**config.mk**
```make
export PLATFORM = sky130hd
export DESIGN_NAME = stream_pattern_replace_top
export DESIGN_NICKNAME = d
export VERILOG_FILES = /design/src/sv/stp_pkg.sv /design/src/sv/stp_cell.sv /design/src/sv/stp_emit.sv /design/src/sv/stream_pattern_replace_top.sv
export SDC_FILE = /design/constraint.sdc
export NUM_CORES = 1
export LEC_CHECK = 0
export BUFFER_PORTS_ARGS = -buffer_cell sky130_fd_sc_hd__buf_2
export CAP_MARGIN = 20
export CORE_AREA = 3 3 262 264
export DETAILED_ROUTE_END_ITERATION = 8
export DIE_AREA = 0 0 265 267
export MAX_ROUTING_LAYER = met4
export PLACE_DENSITY = 0.7
export RECOVER_POWER = 25
export SYNTH_ARGS = -nofsm -noshare
export SYNTH_HDL_FRONTEND = slang
export SYNTH_HIERARCHICAL = 1
export SYNTH_SLANG_ARGS = --single-unit
```
**constraint.sdc**
```tcl
create_clock -name clk -period 13.6 [get_ports clk]
set_input_delay 2.72 -clock clk [delete_from_list [all_inputs] [get_ports clk]]
set_output_delay 2.72 -clock clk [all_outputs]
set_load 0.02 [all_outputs]
```
**src/sv/stp_pkg.sv**
```systemverilog
package stp_pkg;

    localparam int DEF_MAX_SEARCH  = 16;
    localparam int DEF_MAX_REPLACE = 16;
    localparam int DEF_COUNT_WIDTH = 32;

    localparam int ADDR_W      = 6;
    localparam int DATA_W      = 64;
    localparam int LEN_W       = 5;
    localparam int OUT_COUNT_W = 32;
    localparam int REG_IDX_W   = 3;

    localparam logic [REG_IDX_W-1:0] REG_SEARCH_LOW   = 3'd0;
    localparam logic [REG_IDX_W-1:0] REG_SEARCH_HIGH  = 3'd1;
    localparam logic [REG_IDX_W-1:0] REG_SEARCH_LEN   = 3'd2;
    localparam logic [REG_IDX_W-1:0] REG_REPLACE_LOW  = 3'd3;
    localparam logic [REG_IDX_W-1:0] REG_REPLACE_HIGH = 3'd4;
    localparam logic [REG_IDX_W-1:0] REG_REPLACE_LEN  = 3'd5;
    localparam logic [REG_IDX_W-1:0] REG_IGNORE_CASE  = 3'd6;

    typedef struct packed {
        logic en;
        logic wr;
        logic shift;
    } cell_ctrl_t;

    typedef struct packed {
        logic                   load;
        logic                   close;
        logic [LEN_W-1:0]       len;
        logic [OUT_COUNT_W-1:0] count;
    } job_ctrl_t;

    function automatic logic [7:0] fold(input logic [7:0] c, input logic ic);
        logic [7:0] r;
        r = c;
        if (ic && c >= 8'h41 && c <= 8'h5a)
        begin
            r = c + 8'd32;
        end
        return r;
    endfunction

endpackage

```
**src/sv/stp_cell.sv**
```systemverilog
module stp_cell (
    input  logic                clk,
    input  stp_pkg::cell_ctrl_t ctl,
    input  logic [7:0]          new_byte,
    input  logic [7:0]          right_byte,
    input  logic [7:0]          pat_byte,
    input  logic                ignore_case,
    output logic [7:0]          cur_byte,
    output logic                match
);

    logic [7:0] byte_reg;
    logic [7:0] byte_next;

    assign cur_byte  = ctl.wr ? new_byte : byte_reg;
    assign byte_next = ctl.shift ? right_byte : cur_byte;
    assign match     = stp_pkg::fold(cur_byte, ignore_case)
                       == stp_pkg::fold(pat_byte, ignore_case);

    always_ff @(posedge clk)
    begin
        if (ctl.en)
        begin
            byte_reg <= byte_next;
        end
    end

endmodule

```
**src/sv/stp_emit.sv**
```systemverilog
module stp_emit #(
    parameter int JOB_DEPTH = 16
) (
    input  logic                                clk,
    input  logic                                rst_n,
    input  stp_pkg::job_ctrl_t                  ctl,
    input  logic [7:0]                          bytes_in [JOB_DEPTH],
    input  logic                                out_stall,
    output logic                                out_valid,
    output logic [7:0]                          out_byte,
    output logic                                byte_valid,
    output logic                                end_of_stream,
    output logic [stp_pkg::OUT_COUNT_W-1:0]     replacement_count,
    output logic                                run_last,
    output logic                                free
);

    logic                              active_reg, active_next;
    logic                              close_reg, close_next;
    logic [stp_pkg::LEN_W-1:0]         len_reg, len_next;
    logic [stp_pkg::OUT_COUNT_W-1:0]   count_reg, count_next;
    logic [7:0]                        bytes_reg  [JOB_DEPTH];
    logic [7:0]                        bytes_next [JOB_DEPTH];
    logic                              is_data;
    logic                              item_done;

    assign is_data           = len_reg != '0;
    assign out_valid         = active_reg;
    assign out_byte          = is_data ? bytes_reg[0] : 8'h00;
    assign byte_valid        = is_data;
    assign end_of_stream     = !is_data;
    assign replacement_count = is_data ? '0 : count_reg;
    assign run_last          = (len_reg == stp_pkg::LEN_W'(1) && !close_reg) || !is_data;
    assign item_done         = active_reg && !out_stall;
    assign free              = !active_reg || (item_done && run_last);

    always_comb
    begin
        active_next = active_reg;
        close_next  = close_reg;
        len_next    = len_reg;
        count_next  = count_reg;
        bytes_next  = bytes_reg;
        if (ctl.load)
        begin
            active_next = 1'b1;
            close_next  = ctl.close;
            len_next    = ctl.len;
            count_next  = ctl.count;
            bytes_next  = bytes_in;
        end
        else if (item_done)
        begin
            // move the next word to the head
            for (int k = 0; k < JOB_DEPTH - 1; k++)
            begin
                bytes_next[k] = bytes_reg[k+1];
            end
            if (run_last)
            begin
                active_next = 1'b0;
            end
            if (is_data)
            begin
                len_next = len_reg - stp_pkg::LEN_W'(1);
            end
        end
    end

    always_ff @(posedge clk or negedge rst_n)
    begin
        if (!rst_n)
        begin
            active_reg <= 1'b0;
            close_reg  <= 1'b0;
            len_reg    <= '0;
        end
        else
        begin
            active_reg <= active_next;
            close_reg  <= close_next;
            len_reg    <= len_next;
        end
    end

    always_ff @(posedge clk)
    begin
        count_reg <= count_next;
        bytes_reg <= bytes_next;
    end

endmodule

```
**src/sv/stream_pattern_replace_top.sv**
```systemverilog
// Streaming byte search and replace. Bytes enter on in_byte with last_byte
// marking the end of a stream; every leftmost, non-overlapping occurrence of
// the pattern is replaced by the replacement, and after the last byte the
// held bytes are flushed and a closing word (byte_valid 0, end_of_stream 1)
// carries the saturating replacement count. The pattern sits in a row of
// MAX_SEARCH window cells that compare in parallel, so a byte is accepted
// every unstalled cycle while each byte yields at most one output word. A
// match yields as many words as the replacement length, and the final byte
// up to one more than the larger of MAX_SEARCH and MAX_REPLACE; the output
// register drains one word per unstalled cycle and input is stalled until
// the last of them leaves. A new pattern length is taken up only when the
// window is empty. Write configuration only while the block idles (unchecked).
module stream_pattern_replace_top #(
    parameter int MAX_SEARCH  = stp_pkg::DEF_MAX_SEARCH,
    parameter int MAX_REPLACE = stp_pkg::DEF_MAX_REPLACE,
    parameter int COUNT_WIDTH = stp_pkg::DEF_COUNT_WIDTH
) (
    input  logic                              clk,
    input  logic                              rst_n,
    input  logic                              psel,
    input  logic                              penable,
    input  logic                              pwrite,
    input  logic [stp_pkg::ADDR_W-1:0]        paddr,
    input  logic [stp_pkg::DATA_W-1:0]        pwdata,
    output logic [stp_pkg::DATA_W-1:0]        prdata,
    output logic                              pready,
    input  logic                              in_valid,
    output logic                              in_stall,
    input  logic [7:0]                        in_byte,
    input  logic                              last_byte,
    output logic                              out_valid,
    input  logic                              out_stall,
    output logic [7:0]                        out_byte,
    output logic                              byte_valid,
    output logic                              end_of_stream,
    output logic [stp_pkg::OUT_COUNT_W-1:0]   replacement_count,
    output logic                              run_last
);

    localparam int FILL_W    = $clog2(MAX_SEARCH + 1);
    localparam int JOB_DEPTH = (MAX_SEARCH > MAX_REPLACE) ? MAX_SEARCH : MAX_REPLACE;
    localparam int LEN_W     = stp_pkg::LEN_W;

    logic [63:0]          search_low_reg, search_high_reg;
    logic [63:0]          replace_low_reg, replace_high_reg;
    logic [LEN_W-1:0]     search_len_reg, replace_len_reg;
    logic                 ignore_case_reg;
    logic [stp_pkg::REG_IDX_W-1:0] reg_idx;
    logic                 cfg_write;

    logic [FILL_W-1:0]    fill_reg, fill_next;
    logic [FILL_W-1:0]    active_reg, active_next;
    logic [COUNT_WIDTH-1:0] total_reg, total_next, total_inc;

    logic                 accept;
    logic                 emit_free;
    logic [FILL_W-1:0]    eff_search;
    logic [LEN_W-1:0]     eff_replace;
    logic [FILL_W-1:0]    act_len;
    logic [FILL_W-1:0]    fill_after;
    logic                 compared;
    logic                 all_eq;
    logic                 hit;
    logic                 do_shift;

    logic [127:0]         pat_vec, rep_vec;
    logic [7:0]           cur      [MAX_SEARCH];
    logic                 eq       [MAX_SEARCH];
    logic [7:0]           win_pad  [JOB_DEPTH];
    logic [7:0]           job_bytes[JOB_DEPTH];
    logic [63:0]          total_wide;
    stp_pkg::job_ctrl_t   job_ctl;

    // configuration port
    assign pready    = 1'b1;
    assign reg_idx   = paddr[stp_pkg::ADDR_W-1:3];
    assign cfg_write = psel && penable && pwrite && pready;

    always_ff @(posedge clk or negedge rst_n)
    begin
        if (!rst_n)
        begin
            search_low_reg   <= '0;
            search_high_reg  <= '0;
            search_len_reg   <= LEN_W'(1);
            replace_low_reg  <= '0;
            replace_high_reg <= '0;
            replace_len_reg  <= '0;
            ignore_case_reg  <= 1'b0;
        end
        else if (cfg_write)
        begin
            unique case (reg_idx)
                stp_pkg::REG_SEARCH_LOW:   search_low_reg   <= pwdata;
                stp_pkg::REG_SEARCH_HIGH:  search_high_reg  <= pwdata;
                stp_pkg::REG_SEARCH_LEN:   search_len_reg   <= pwdata[LEN_W-1:0];
                stp_pkg::REG_REPLACE_LOW:  replace_low_reg  <= pwdata;
                stp_pkg::REG_REPLACE_HIGH: replace_high_reg <= pwdata;
                stp_pkg::REG_REPLACE_LEN:  replace_len_reg  <= pwdata[LEN_W-1:0];
                stp_pkg::REG_IGNORE_CASE:  ignore_case_reg  <= pwdata[0];
                default:                   ;
            endcase
        end
    end

    always_comb
    begin
        unique case (reg_idx)
            stp_pkg::REG_SEARCH_LOW:   prdata = search_low_reg;
            stp_pkg::REG_SEARCH_HIGH:  prdata = search_high_reg;
            stp_pkg::REG_SEARCH_LEN:   prdata = 64'(search_len_reg);
            stp_pkg::REG_REPLACE_LOW:  prdata = replace_low_reg;
            stp_pkg::REG_REPLACE_HIGH: prdata = replace_high_reg;
            stp_pkg::REG_REPLACE_LEN:  prdata = 64'(replace_len_reg);
            stp_pkg::REG_IGNORE_CASE:  prdata = 64'(ignore_case_reg);
            default:                   prdata = '0;
        endcase
    end

    // effective lengths
    always_comb
    begin
        if (search_len_reg == '0)
        begin
            eff_search = FILL_W'(1);
        end
        else if (search_len_reg > LEN_W'(MAX_SEARCH))
        begin
            eff_search = FILL_W'(MAX_SEARCH);
        end
        else
        begin
            eff_search = FILL_W'(search_len_reg);
        end
        if (replace_len_reg > LEN_W'(MAX_REPLACE))
        begin
            eff_replace = LEN_W'(MAX_REPLACE);
        end
        else
        begin
            eff_replace = replace_len_reg;
        end
    end

    assign accept     = in_valid && !in_stall;
    assign in_stall   = !emit_free;
    assign act_len    = (fill_reg == '0) ? eff_search : active_reg;
    assign fill_after = fill_reg + FILL_W'(1);
    assign compared   = fill_after == act_len;
    assign pat_vec    = {search_high_reg, search_low_reg};
    assign rep_vec    = {replace_high_reg, replace_low_reg};
    assign do_shift   = compared && !hit && !last_byte;

    // window cells
    for (genvar k = 0; k < MAX_SEARCH; k++)
    begin : g_cell
        stp_pkg::cell_ctrl_t cctl;
        logic [7:0]          right;

        assign cctl.en    = accept;
        assign cctl.wr    = fill_reg == FILL_W'(k);
        assign cctl.shift = do_shift;

        if (k < MAX_SEARCH - 1)
        begin : g_right
            assign right = cur[k+1];
        end
        else
        begin : g_end
            assign right = 8'h00;
        end

        stp_cell u_cell (
            .clk         (clk),
            .ctl         (cctl),
            .new_byte    (in_byte),
            .right_byte  (right),
            .pat_byte    (pat_vec[8*k +: 8]),
            .ignore_case (ignore_case_reg),
            .cur_byte    (cur[k]),
            .match       (eq[k])
        );
    end

    always_comb
    begin
        all_eq = 1'b1;
        for (int k = 0; k < MAX_SEARCH; k++)
        begin
            if (FILL_W'(k) < act_len && !eq[k])
            begin
                all_eq = 1'b0;
            end
        end
    end

    assign hit = compared && all_eq;

    // window and count state
    assign total_inc = (hit && total_reg != {COUNT_WIDTH{1'b1}})
                       ? total_reg + COUNT_WIDTH'(1) : total_reg;

    always_comb
    begin
        fill_next   = fill_reg;
        active_next = active_reg;
        total_next  = total_reg;
        if (accept)
        begin
            active_next = act_len;
            total_next  = last_byte ? '0 : total_inc;
            if (last_byte || hit)
            begin
                fill_next = '0;
            end
            else if (compared)
            begin
                fill_next = act_len - FILL_W'(1);
            end
            else
            begin
                fill_next = fill_after;
            end
        end
    end

    always_ff @(posedge clk or negedge rst_n)
    begin
        if (!rst_n)
        begin
            fill_reg   <= '0;
            active_reg <= FILL_W'(1);
            total_reg  <= '0;
        end
        else
        begin
            fill_reg   <= fill_next;
            active_reg <= active_next;
            total_reg  <= total_next;
        end
    end

    // words for the emitter
    for (genvar k = 0; k < JOB_DEPTH; k++)
    begin : g_job
        if (k < MAX_SEARCH)
        begin : g_win
            assign win_pad[k] = cur[k];
        end
        else
        begin : g_pad
            assign win_pad[k] = 8'h00;
        end
        assign job_bytes[k] = hit ? rep_vec[8*k +: 8] : win_pad[k];
    end

    assign total_wide = 64'(total_inc);

    always_comb
    begin
        if (hit)
        begin
            job_ctl.len = eff_replace;
        end
        else if (last_byte)
        begin
            job_ctl.len = LEN_W'(fill_after);
        end
        else if (compared)
        begin
            job_ctl.len = LEN_W'(1);
        end
        else
        begin
            job_ctl.len = '0;
        end
        job_ctl.close = last_byte;
        job_ctl.count = total_wide[stp_pkg::OUT_COUNT_W-1:0];
        job_ctl.load  = accept && (job_ctl.len != '0 || last_byte);
    end

    stp_emit #(
        .JOB_DEPTH (JOB_DEPTH)
    ) u_emit (
        .clk               (clk),
        .rst_n             (rst_n),
        .ctl               (job_ctl),
        .bytes_in          (job_bytes),
        .out_stall         (out_stall),
        .out_valid         (out_valid),
        .out_byte          (out_byte),
        .byte_valid        (byte_valid),
        .end_of_stream     (end_of_stream),
        .replacement_count (replacement_count),
        .run_last          (run_last),
        .free              (emit_free)
    );

    a_fill_below_len: assert property (@(posedge clk) disable iff (!rst_n)
        fill_reg != '0 |-> fill_reg < active_reg)
        else $error("window fill reached active length");

    a_close_word: assert property (@(posedge clk) disable iff (!rst_n)
        out_valid && end_of_stream |-> run_last && !byte_valid)
        else $error("closing word not last or carries data");

    a_count_clear: assert property (@(posedge clk) disable iff (!rst_n)
        accept && last_byte |=> total_reg == '0 && fill_reg == '0)
        else $error("state not cleared after last byte");

    a_count_mono: assert property (@(posedge clk) disable iff (!rst_n)
        accept && !last_byte |=> total_reg >= $past(total_reg))
        else $error("match count went down mid-stream");

endmodule
```
* Word-level counts from Yosys, hierarchy flattened
Cells that the tools add are included.
** Operators by class
- Reductions and logical operators :: 135
- Add/sub/neg operators :: 36
- Eq/ne operators :: 40
- $lt $le $gt $ge :: 82
- Muxes and demuxes :: 117
** Operators with widths (count)
- 8-bit two-way mux :: 80
- 64-bit one-hot mux with 7 select lines :: 1
- 8-bit by 6-bit adder with 8-bit output (second input constant) :: 32
- 8-bit by 7-bit greater-or-equal comparator with 1-bit output (second input constant) :: 32
- 8-bit by 7-bit less-or-equal comparator with 1-bit output (second input constant) :: 32
- 120-bit two-way mux :: 2
- 8-bit == test :: 16
- 32-bit two-way mux :: 3
- 1-bit logical AND :: 91
- 5-bit two-way mux :: 11
- 5-bit by 4-bit == test with 1-bit output (second input constant) :: 8
- 4-bit by 5-bit less-than comparator with 1-bit output (first input constant) :: 8
- 32-bit by 1-bit adder with 32-bit output (second input constant) :: 1
- 32-bit != test (second input constant) :: 1
- 1-bit logical NOT :: 23
- 5-bit by 3-bit == test with 1-bit output (second input constant) :: 4
- 3-bit by 5-bit less-than comparator with 1-bit output (first input constant) :: 4
- 1-bit two-way mux :: 20
- 2-bit AND reduction :: 9
- 5-bit by 1-bit == test with 1-bit output (second input constant) :: 2
- 5-bit by 2-bit == test with 1-bit output (second input constant) :: 2
- 5-bit greater-than comparator (second input constant) :: 2
- 5-bit logical NOT :: 2
- 1-bit by 5-bit less-than comparator with 1-bit output (first input constant) :: 2
- other kinds (11) :: 22
** Storage, ports and cells
- Logic and storage cells :: 456
- Flip-flop bits (word level) :: 604

* Longest topological paths before layout
Gate-level depths: netlist of the first run.
- Word-level depth :: 32
- Mapped depth :: 24
- Gate-level depth less buffers :: 20

* Modules after synthesis
Netlist of the first run, hierarchy kept.
** Modules (own cells, without submodules)
- stream_pattern_replace_top :: area an instance 16679.7 um^2, cells each 1407, instances 1
- stp_cell :: area an instance 758.2 um^2, cells each 71, instances 16
- stp_emit :: area an instance 6919.1 um^2, cells each 383, instances 1

* Worst setup path after synthesis of the first run
Ideal clock, no wire load.
- Path type :: input to register
- From :: input port in_byte[0]
- To :: register u_emit/bytes_reg[100] in the netlist's numbering, enable pin
- Setup slack :: 2.790 ns
- Library setup time :: 0.483 ns
- Path buffers :: 2
- Data required time :: 13.117 ns
- Stages :: 16
- Arrival time :: 10.327 ns
- Path through :: or4b_2 > o22ai_1 > a211oi_1 > a21boi_0 > xnor2_1 > a2111oi_2 > a221oi_1 > o41a_1 > or4_1 > buf_2 > nor2_1 > a31o_2 > a21oi_1 > buf_2 > inv_1 > nand2_1
** RTL lines
- start, declared :: RTL line stream_pattern_replace_top.sv:29 : input logic [7:0] in_byte,
- end signal, assigned :: RTL line stp_emit.sv:89 : bytes_reg <= bytes_next;
- end, declared :: RTL line stp_emit.sv:22 : logic [7:0] bytes_reg [JOB_DEPTH];

==> summary.md, run 1 <==
| Metric | Value |
|---|---|
| Failing checks | max-capacitance violations, max-slew violations |
| First-pass GRT wire length | 161 mm |
| Vias in the first global route | 26053 |
| Cells after synthesis | 2926 |
| Nets@finish | 3197 |
| Part of the cycle the worst path needs | 68.9% |
| Post-Route Setup TNS | 0 ps |
| DR DRC count | 0 |
| Vias | 26168 |
| Post-synthesis sequential area ratio | 46.3% |
| GP Congestion | 0.913 |
| Clock Tree Buf Depth | 3 |
| Slew headroom | -263% |
| Final setup violating endpoints | 0 |
| Total Wirelength | 106 mm |
| Post-CTS sizing | 0 |
| Initial antenna violation count | 2 |
| Synth Register Bits | 604 |
| Critical path type | in2async |
| Total gr overflow | 0 |
| Max frequency | 0.107 GHz |
| Drt first pass iters | 6 |
| Post-route minimum period | 9370 ps |
| I/O pin count | 196 |
| CP most frequent cell | clkbuf_1 |
| Post-Syn Area | 35700 um2 |
| Average wire per standard cell | 26.5 um |
| Die ar. | 70800 um2 |
| Clock slew seen by the registers of the worst setup and hold paths | 60 ps |
| CTS Sinks | 604 |
| Number of port buffers | 191 |
| Syn Area/Cell | 12.2 um2 |
| Crit path largest cell delay | 3750 ps |
| Max Slew Vio Count | 232 |
| Post-synth EDFFs | 288 |
| Final ANT Viol Nets | 0 |
| PwrDens | 199 nW/um2 |
| Max cap viols | 3 |
| GRT Total Usage | 30.4% |
| Most common cell after layout, fill and taps aside | mux2_2 |
| Area Overhead vs Synth | 11.3% |
| Crit path max fanout | 95 |
| Worst Path Buf+Inv | 2 |
| CP endpoint kind | asynchronous set/reset pin |
| Worst min-delay path class | reg2reg |
| Core region area | 66800 um2 |
| Final hold vios | 0 |
| Reg-to-reg slack, setup | 5260 ps |
| Final HPWL from detailed placement | 70.5 mm |
| Clock latency on the worst-skew pair | 620 ps |
| Site Rows | 95 |
| Fillers | 5362 |
| Die Width | 265 um |
| Crit-path leading delay family | buffers and inverters |
| Root Buffer Master | clkbuf_16 |
| RSZ-0062 raised after global routing | no |
| Count of different cell masters after synthesis | 75 |
| Arrival time worst endpoint | 9280 ps |
| Initial core utilization | 53.5% |
| Chip height | 267 um |
| Clock Skews | 22.1 ps |
| Post-CTS Setup Bufs | 0 |
| Total CTS buffers | 68 |
| Synth warn | 6 |
| DRT iter0 DRCs | 2331 |
| Pin count of the biggest net entering global routing | 168 |
| VDD IR max | 0.145 mV |
| Post-CTS Hold Buffers | 0 |
| Vias per cell | 6.54 |
| CP cell instances | clkbuf_1 -> clkbuf_1 |
| Worst slew pin tran | 5440 ps |
| Worst path required time | 13510 ps |
| FFs w/ async S/R, synth | 52.3% |
| Worst setup SP type | primary input |
| Static leakage | 15.4 nW |
| Status | finished, violations left |
| Top_reg_cell synth | dfrtp_1 |
| Slowest cell on the critical path | clkbuf_1 |
| Most frequent cells in the layout | 753 x mux2_2, 313 x dfrtp_1, 288 x edfxtp_1, 187 x buf_2, 161 x nand2_1 |
| Htree depth | 3 |
| Share of cells above drive strength 1 | 37.6% |
| CTS tree | built |
| Final core utilization | 59.5% |
==> where the power goes <==
part	total [W]	internal, W	switching [W]
clock	0.00187	0.00109	0.000788
sequential	0.00308	0.00263	0.000451
combinational	0.00297	0.00136	0.00160
==> cell usage after synthesis, types with 6 or more instances <==
library cell    n  area share (%)
o211ai_1       12            0.25
o41ai_2        16            0.73
a21boi_0       17            0.36
xor2_1         18            0.44
a2111oi_2      16            0.67
nor2b_1         9            0.16
dfrtp_1       314              22
and3_1         17            0.30
or4_1          51             1.1
buf_4           7            0.15
nand3_1        75             1.1
xor3_1         16             1.1
edfxtp_1      288              24
xnor2_1       149             3.7
o22ai_1        17            0.30
o32ai_1        17            0.42
o21ai_2        16            0.39
a221o_1        70             2.0
mux2_2        754              24
nor2_1         64            0.67
nor4_1         14            0.25
o41ai_1        19            0.47
buf_2          45            0.63
and2_1         44            0.77
nand4_1        12            0.21
or3_1          22            0.39
a211oi_1       22            0.46
o311ai_0        8            0.20
o21ai_0        56            0.78
inv_1         101             1.1
clkbuf_1      107             1.1
or4b_2         16            0.45
mux2i_1        32            0.90
nor3_1         60            0.84
a31oi_1         6            0.11
a21oi_1        64            0.90
nor3b_1        16            0.34
a22o_1         60             1.5
ha_1           42             1.5
nand2_1       163             1.7
==> kinds of logic (layout without fill, tap and decap cells) <==
kind of cell / Yosys count / after routing / share of synthesized area (%)
AO/OA/AOI/OAI: 456 / 456 / 10.4
XOR/XNOR: 183 / 183 / 5.16
adder cells (fa/ha/maj): 42 / 42 / 1.47
buffers and inverters: 266 / 458 / 3.03
flip-flops: 604 / 604 / 46.3
multiplexers: 789 / 789 / 24.8
other: 2 / 13 / 0.0210
AND/OR/NAND/NOR: 584 / 584 / 8.72
==> through the flow <==
step / power [W] / worst slack, ps / hold WS [ps] / area (um2) / std cells
detailed placement: 0.00602 / 4010 / 506 / 37500 / 3870
CTS: 0.00792 / 4660 / 519 / 39800 / 3996
finish: 0.00792 / 4230 / 516 / 39800 / 4002
floorplan: 0.00512 / 2790 / 481 / 35800 / 2933
global placement: 0.00591 / 4160 / 504 / 37500 / 3870
global route: 0.00829 / 2780 / 534 / 39800 / 4000
==> cell type report <==
type / instances / area [um2] / area share (%)
diodes: 4 / 10.0 / 0.0252
clock buffers: 87 / 1880 / 4.72
clock inverters: 39 / 395 / 0.995
inverters: 104 / 393 / 0.988
multi-input cells: 2063 / 18200 / 45.7
flip-flops and latches: 604 / 16600 / 41.7
well taps: 873 / 1090 / 2.75
repair buffers: 228 / 1260 / 3.17
==> final timing paths <==
kind,from,endpoint,depth (start not counted)
min reg2reg,u_emit/close_reg$_DFFE_PN0P_,u_emit/close_reg$_DFFE_PN0P_,1
max,rst_n,search_high_reg[36]$_DFFE_PN0P_,2
min in group asynchronous,rst_n,total_reg[18]$_DFFE_PN0P_,1
max in group clk,in_byte[2],u_emit/bytes_reg[87]$_DFFE_PP_,16
min,u_emit/close_reg$_DFFE_PN0P_,u_emit/close_reg$_DFFE_PN0P_,1
max reg2reg,fill_reg[0]$_DFFE_PN0P_,u_emit/bytes_reg[87]$_DFFE_PP_,18
==> routing by layer <==
metal	share of wire [%]	GRT usage (%)
met5	0	-
met3	6.6	4.29
met1	40	38.2
met2	49	49.7
met4	4.3	12.8
Power figures use the tool's default switching activity.
==> run 2, diff against run 1 <==
PLACE_DENSITY = 0.73   (was 0.7)
clock period = 7.7 ns   (was 13.6 ns; I/O delays follow)
==> summary.md, run 2 (synthesis gave the netlist of run 1 again) <==
| Metric | Value |
|---|---|
| Status | finished, violations left |
| Failing checks | max-capacitance violations, max-slew violations |
| Final Total Pwr | 0.0141 W (+78%) |
| Placed cell area | 38000 um2 (+1.3%) |
| Die ar. | 70800 um2 (unchanged) |
| RSZ-0062 raised after global routing | no |
| Die Width | 265 um (unchanged) |
| CTS tree | built |
| Sw power | 0.00503 W (+77%) |
| First-pass GRT wire length | 162 mm (+1.0%) |
| Worst path required time | 8050 ps (-5460 ps) |
| Worst min-delay path class | reg2reg |
| Area occupied by multi-input gates | 18200 um2 (about the same) |
| GRT Total Usage | 30.9% (+0.51 points) |
| Most common cell after layout, fill and taps aside | mux2_2 |
| Final hold vios | 0 (unchanged) |
| Most frequent cells in the layout | 753 x mux2_2, 313 x dfrtp_1, 288 x edfxtp_1, 190 x buf_2, 161 x nand2_1 |
| Chip height | 267 um (unchanged) |
| Pin count of the biggest net entering global routing | 144 (-14%) |
| CP endpoint kind | flop |
| Final setup violating endpoints | 0 (unchanged) |
| Critical path type | reg2reg |
| Arrival time worst endpoint | 7280 ps (-2000 ps) |
| Total gr overflow | 0 (unchanged) |
| Max frequency | 0.144 GHz |
| Clock latency on the worst-skew pair | 630 ps (about the same) |
| I/O pin count | 196 (unchanged) |
| Clock Tree Buf Depth | 3 (unchanged) |
| Cells after DPL | 3916 (+1.2%) |
| PwrDens | 351 nW/um2 (+76%) |
| Final HPWL from detailed placement | 74.2 mm (+5.2%) |
| Site Rows | 95 (unchanged) |
| Initial antenna violation count | 6 (+4) |
| Number of port buffers | 191 (unchanged) |
| Initial core utilization | 53.5% (unchanged) |
| Sw Share | 35.6% (-0.27 points) |
| Comb power frac | 37.4% (about the same) |
| Sequential share of power | 38.8% (about the same) |
| Drt first pass iters | 6 (unchanged) |
| Fillers | 5237 (-2.3%) |
| Max cap viols | 2 (-1) |
| DR DRC count | 0 (unchanged) |
| Total CTS buffers | 67 (-1.5%) |
| P_int | 0.00911 W (+79%) |
| Crit path max fanout | 25 (-74%) |
| Worst slew pin tran | 5000 ps (-442 ps) |
| Post-CTS Setup Bufs | 0 (unchanged) |
| Clock Skews | 34.4 ps (+12.4 ps) |
| Average wire per standard cell | 26.7 um (+0.70%) |
| Finished layout cell area | 40300 um2 (+1.3%) |
| GP Congestion | 0.925 (+1.3%) |
| VDD IR max | 0.206 mV (+42%) |
| Reg area | 16600 um2 (unchanged) |
| Total Wirelength | 108 mm (+1.8%) |
| Vias in the first global route | 25936 (-0.45%) |
| Vias | 26401 (+0.89%) |
| Final ANT Viol Nets | 0 (unchanged) |
| Post-route minimum period | 6930 ps |
| Post-CTS sizing | 0 (unchanged) |
| Clock slew seen by the registers of the worst setup and hold paths | 60 ps (about the same) |
| Part of the cycle the worst path needs | 90.0% |
| Static leakage | 15.7 nW (+1.8%) |
| Vias per cell | 6.52 (-0.23%) |
| Share of cells above drive strength 1 | 38.6% (+1.0 points) |
| Worst setup SP type | flop |
| Post-CTS Hold Buffers | 0 (unchanged) |
| Htree depth | 3 (unchanged) |
| Core region area | 66800 um2 (unchanged) |
| Root Buffer Master | clkbuf_16 |
| Final core utilization | 60.3% (+0.78 points) |
| Slew headroom | -233% (+29 points) |
| Post-Route Setup TNS | 0 ps (unchanged) |
| CTS Sinks | 604 (unchanged) |
| Max Slew Vio Count | 126 (-46%) |
| Final cell count without fillers | 4047 (+1.1%) |
| Clock power share | 23.8% (+0.2 points) |
| Nets@finish | 3241 (+1.4%) |
| Area Overhead vs Synth | 12.7% |
| DRT iter0 DRCs | 2834 (+22%) |
run 2: cell types whose count changed in the layout (fill, tap and decap cells not counted), moves of 2 or more:
cell / delta
diode_2: +3
buf_4: +32
buf_12: +12
clkbuf_8: +3
clkinv_2: -5
clkinvlp_4: +3
clkbuf_1: -3
buf_2: +3
bufinv_16: +2
inv_6: +2
clkinv_1: -4
run 2: final timing paths:
kind	cells past startpoint	end	from	slack [ps]
setup reg to reg	18	u_emit/bytes_reg[118]$_DFFE_PP_	fill_reg[0]$_DFFE_PN0P_	770
hold reg to reg	1	u_emit/close_reg$_DFFE_PN0P_	u_emit/close_reg$_DFFE_PN0P_	520
setup / recovery	18	u_emit/bytes_reg[118]$_DFFE_PP_	fill_reg[0]$_DFFE_PN0P_	770
max in group asynchronous	2	search_high_reg[34]$_DFFE_PN0P_	rst_n	1430
hold / removal	1	u_emit/close_reg$_DFFE_PN0P_	u_emit/close_reg$_DFFE_PN0P_	520
min in group asynchronous	1	total_reg[16]$_DFFE_PN0P_	rst_n	2950
run 2: per-layer routing:
metal,vias to the layer above,track usage [%],part of all wire (%)
li1,11563,-,-
met1,13318,39.0,40
met2,1271,50.9,49
met3,249,4.41,7.6
met4,0,11.7,3.9
met5,-,-,0
run 2: layout make-up:
cell class | count | area share (%)
Tap cell | 873 | 2.71
Clock inverter | 32 | 0.929
Timing Repair Buffer | 273 | 4.36
Antenna cell | 7 | 0.0435
Clock buffer | 91 | 4.77
Multi-Input combinational cell | 2063 | 45.1
Inverter | 104 | 0.975
Sequential cell | 604 | 41.1
run 2: worst max-delay path, stage by stage, from the launching register on:
cell	delay (ps)
dfrtp_1	490
inv_1	210
ha_1	180
nand2_1	170
nor3_1	680
buf_4	320
mux2_2	430
xor3_1	390
or3_1	330
a2111oi_2	500
buf_4	240
a221oi_1	120
o41a_1	430
or4_1	710
nor3_4	300
buf_12	250
buf_12	220
mux2_2	350
mux2_2	300
run 2: power by group through the flow:
stage                     Sequential, W  Clock (W)  Combinational (W)
after floorplan                 0.00513          0            0.00390
after global placement          0.00546          0            0.00505
after detailed placement        0.00551          0            0.00521
after CTS                       0.00545    0.00341            0.00524
after global routing            0.00555    0.00354            0.00567
final                           0.00548    0.00336            0.00529
run 2: through the flow:
step	worst slack, ps	hold WS [ps]
2_1_floorplan	173	481
3_3_place_gp	613	502
3_5_place_dp	628	513
4_1_cts	839	527
5_1_grt	408	536
6_report	767	522
==> run 3, diff against run 2 <==
--- a/config.mk
+++ b/config.mk
@@ -11,4 +11,5 @@
 export DETAILED_ROUTE_END_ITERATION = 8
 export DIE_AREA = 0 0 265 267
+export GPL_TIMING_DRIVEN = 0
 export MAX_ROUTING_LAYER = met4
 export PLACE_DENSITY = 0.73
==> constraint.sdc (replaced) <==
create_clock -name clk -period 7.7 [get_ports clk]
set_input_delay 1.54 -clock clk [delete_from_list [all_inputs] [get_ports clk]]
set_output_delay 1.54 -clock clk [all_outputs]
set_load 0.1 [all_outputs]
==> summary.md, run 3 (synthesis gave the netlist of run 1 again) <==
| Metric | Value |
|---|---|
| Status | finished, violations left |
| Failing checks | max-capacitance violations, max-slew violations |
| Clock Tree Buf Depth | 3 (unchanged) |
| RR Startpoint | fill_reg[0]$_DFFE_PN0P_ |
| Initial core utilization | 53.5% (unchanged) |
| GP Congestion | 0.955 (+3.2%) |
| Chip height | 267 um (unchanged) |
| Part of the cycle the worst path needs | 99.2% (+9.1 points) |
| GRT Total Usage | 35.2% (+4.3 points) |
| Die ar. | 70800 um2 (unchanged) |
| Average wire per standard cell | 29.5 um (+10%) |
| Max cap viols | 2 (unchanged) |
| Root Buffer Master | clkbuf_16 |
| Post-route minimum period | 7640 ps (+704 ps) |
| Crit path max fanout | 120 (+380%) |
| Hold Path Stages | 2 (+1) |
| Final Total Pwr | 0.0150 W (+6.0%) |
| Final ANT Viol Nets | 0 (unchanged) |
| Area Overhead vs Synth | 14.1% |
| Reg-to-reg slack, setup | 70 ps (-700 ps) |
| Slew headroom | -192% (+41 points) |
| PwrDens | 368 nW/um2 (+4.7%) |
| Core region area | 66800 um2 (unchanged) |
| DRT iter0 DRCs | 3311 (+17%) |
| Worst min-delay path class | reg2reg |
| Clock Skews | 30.1 ps (-4.35 ps) |
| Arrival time worst endpoint | 7810 ps (+530 ps) |
| Total Wirelength | 123 mm (+14%) |
| Post-CTS Hold Buffers | 0 (unchanged) |
| VDD IR max | 0.231 mV (+12%) |
| Final cell count without fillers | 4165 (+2.9%) |
| I/O pin count | 196 (unchanged) |
| DR DRC count | 0 (unchanged) |
| CTS Sinks | 604 (unchanged) |
| Worst setup SP type | primary input |
| Final hold vios | 0 (unchanged) |
| Vias per cell | 6.68 (+2.4%) |
| Nets@finish | 3363 (+3.8%) |
| Max Slew Vio Count | 97 (-23%) |
| Most common cell after layout, fill and taps aside | mux2_2 |
| Die Width | 265 um (unchanged) |
| Initial antenna violation count | 1 (-5) |
| Clock slew seen by the registers of the worst setup and hold paths | 60 ps (about the same) |
| Static leakage | 15.9 nW (+1.5%) |
| R2R depth | 18 (unchanged) |
| Worst r2r dst | u_emit/bytes_reg[19]$_DFFE_PP_ |
| Site Rows | 95 (unchanged) |
| Share of cells above drive strength 1 | 37.4% (-1.2 points) |
| Cells after DPL | 4031 (+2.9%) |
| Final setup violating endpoints | 0 (unchanged) |
| Hold EP | total_reg[29]$_DFFE_PN0P_ |
| Worst hold start | total_reg[29]$_DFFE_PN0P_ |
| Most frequent cells in the layout | 754 x mux2_2, 313 x dfrtp_1, 288 x edfxtp_1, 228 x buf_2, 162 x nand2_1 |
| Clock latency on the worst-skew pair | 620 ps (about the same) |
| Post-Route Setup TNS | 0 ps (unchanged) |
| Drt first pass iters | 5 (-1) |
| Total CTS buffers | 68 (+1.5%) |
| Htree depth | 3 (unchanged) |
| Worst slew pin tran | 4380 ps (-615 ps) |
| Number of port buffers | 188 (-1.6%) |
| CP endpoint kind | flop |
| Final HPWL from detailed placement | 89.0 mm (+20%) |
| Vias | 27834 (+5.4%) |
| Worst path required time | 7880 ps (-170 ps) |
| Total gr overflow | 0 (unchanged) |
| Critical path type | in2reg |
| Vias in the first global route | 27548 (+6.2%) |
| RSZ-0062 raised after global routing | no |
| CTS tree | built |
| First-pass GRT wire length | 180 mm (+11%) |
| Pin count of the biggest net entering global routing | 127 (-12%) |
| Max frequency | 0.131 GHz (-9.2%) |
[run 3: cell count changes in the layout (fill, tap and decap cells not counted), sizes merged]
cell,change
clkinvlp,-3
bufinv,-3
inv,-4
buf,+15
clkdlybuf4s25,-1
diode,-6
clkbuf,+111
clkinv,+9
[run 3: what timing repair did]
item                       4_1_cts  5_1_grt
pin swaps                        1        2
setup buffers                    4        1
resized for setup                8        6
setup endpoints to repair      266      236
[run 3: critical path, stage by stage]
cell,delay (ps)
buf_4,580
or4b_2,250
o22ai_1,70
a211oi_1,600
nand2_1,150
or3_1,450
a2111oi_4,680
o211ai_1,280
o41a_1,480
or4_1,510
buf_2,220
nor2_1,290
a31o_2,240
a21oi_4,160
buf_2,380
inv_1,310
nand2_8,80
buf_16,210
[run 3: routing by layer]
metal	track usage, %	routed length, um
met3	6.02	10700
met4	17.3	6560
met2	55.3	57500
met1	44.4	48000
met5	-	0
[run 3: worst max-delay path by stage]
stage / from / to / slack [ps]
6_report: in_byte[0] / u_emit/bytes_reg[19]$_DFFE_PP_ / 60
3_5_place_dp: in_byte[0] / u_emit/bytes_reg[30]$_DFFE_PP_ / -1210
3_3_place_gp: in_byte[1] / u_emit/bytes_reg[11]$_DFFE_PP_ / -2980
2_1_floorplan: fill_reg[0]$_DFFE_PN0P_ / u_emit/bytes_reg[100]$_DFFE_PP_ / 170
5_1_grt: fill_reg[0]$_DFFE_PN0P_ / u_emit/bytes_reg[19]$_DFFE_PP_ / 3
4_1_cts: fill_reg[0]$_DFFE_PN0P_ / u_emit/bytes_reg[19]$_DFFE_PP_ / 10
[run 3: area by class of cell]
class,instances,area (um2)
clock buffer,95,1940
sequential,604,16600
timing repair buffer,233,1570
fill,5385,26000
tap,873,1090
buffer,161,688
clock inverter,31,288
multi-input combinational,2063,18200
antenna,1,2.50
inverter,104,390
[run 3: power by group]
group	switching (W)	total, W	internal [W]
Combinational	0.00378	0.00628	0.00250
Clock	0.00136	0.00326	0.00190
Sequential	0.000792	0.00544	0.00465
Total	0.00593	0.0150	0.00905
[run 3: per-stage QoR]
stage | cell area (um2) | setup slack (ps) | util (%) | hold WS (ps)
global route | 40800 | 2.89 | 61.0 | 557
CTS | 40700 | 12.8 | 60.9 | 533
floorplan | 35800 | 173 | - | 481
finish | 40800 | 62.3 | 61.0 | 531
detailed placement | 38400 | -1210 | 57.5 | 518
global placement | 37800 | -2980 | 56.6 | 502
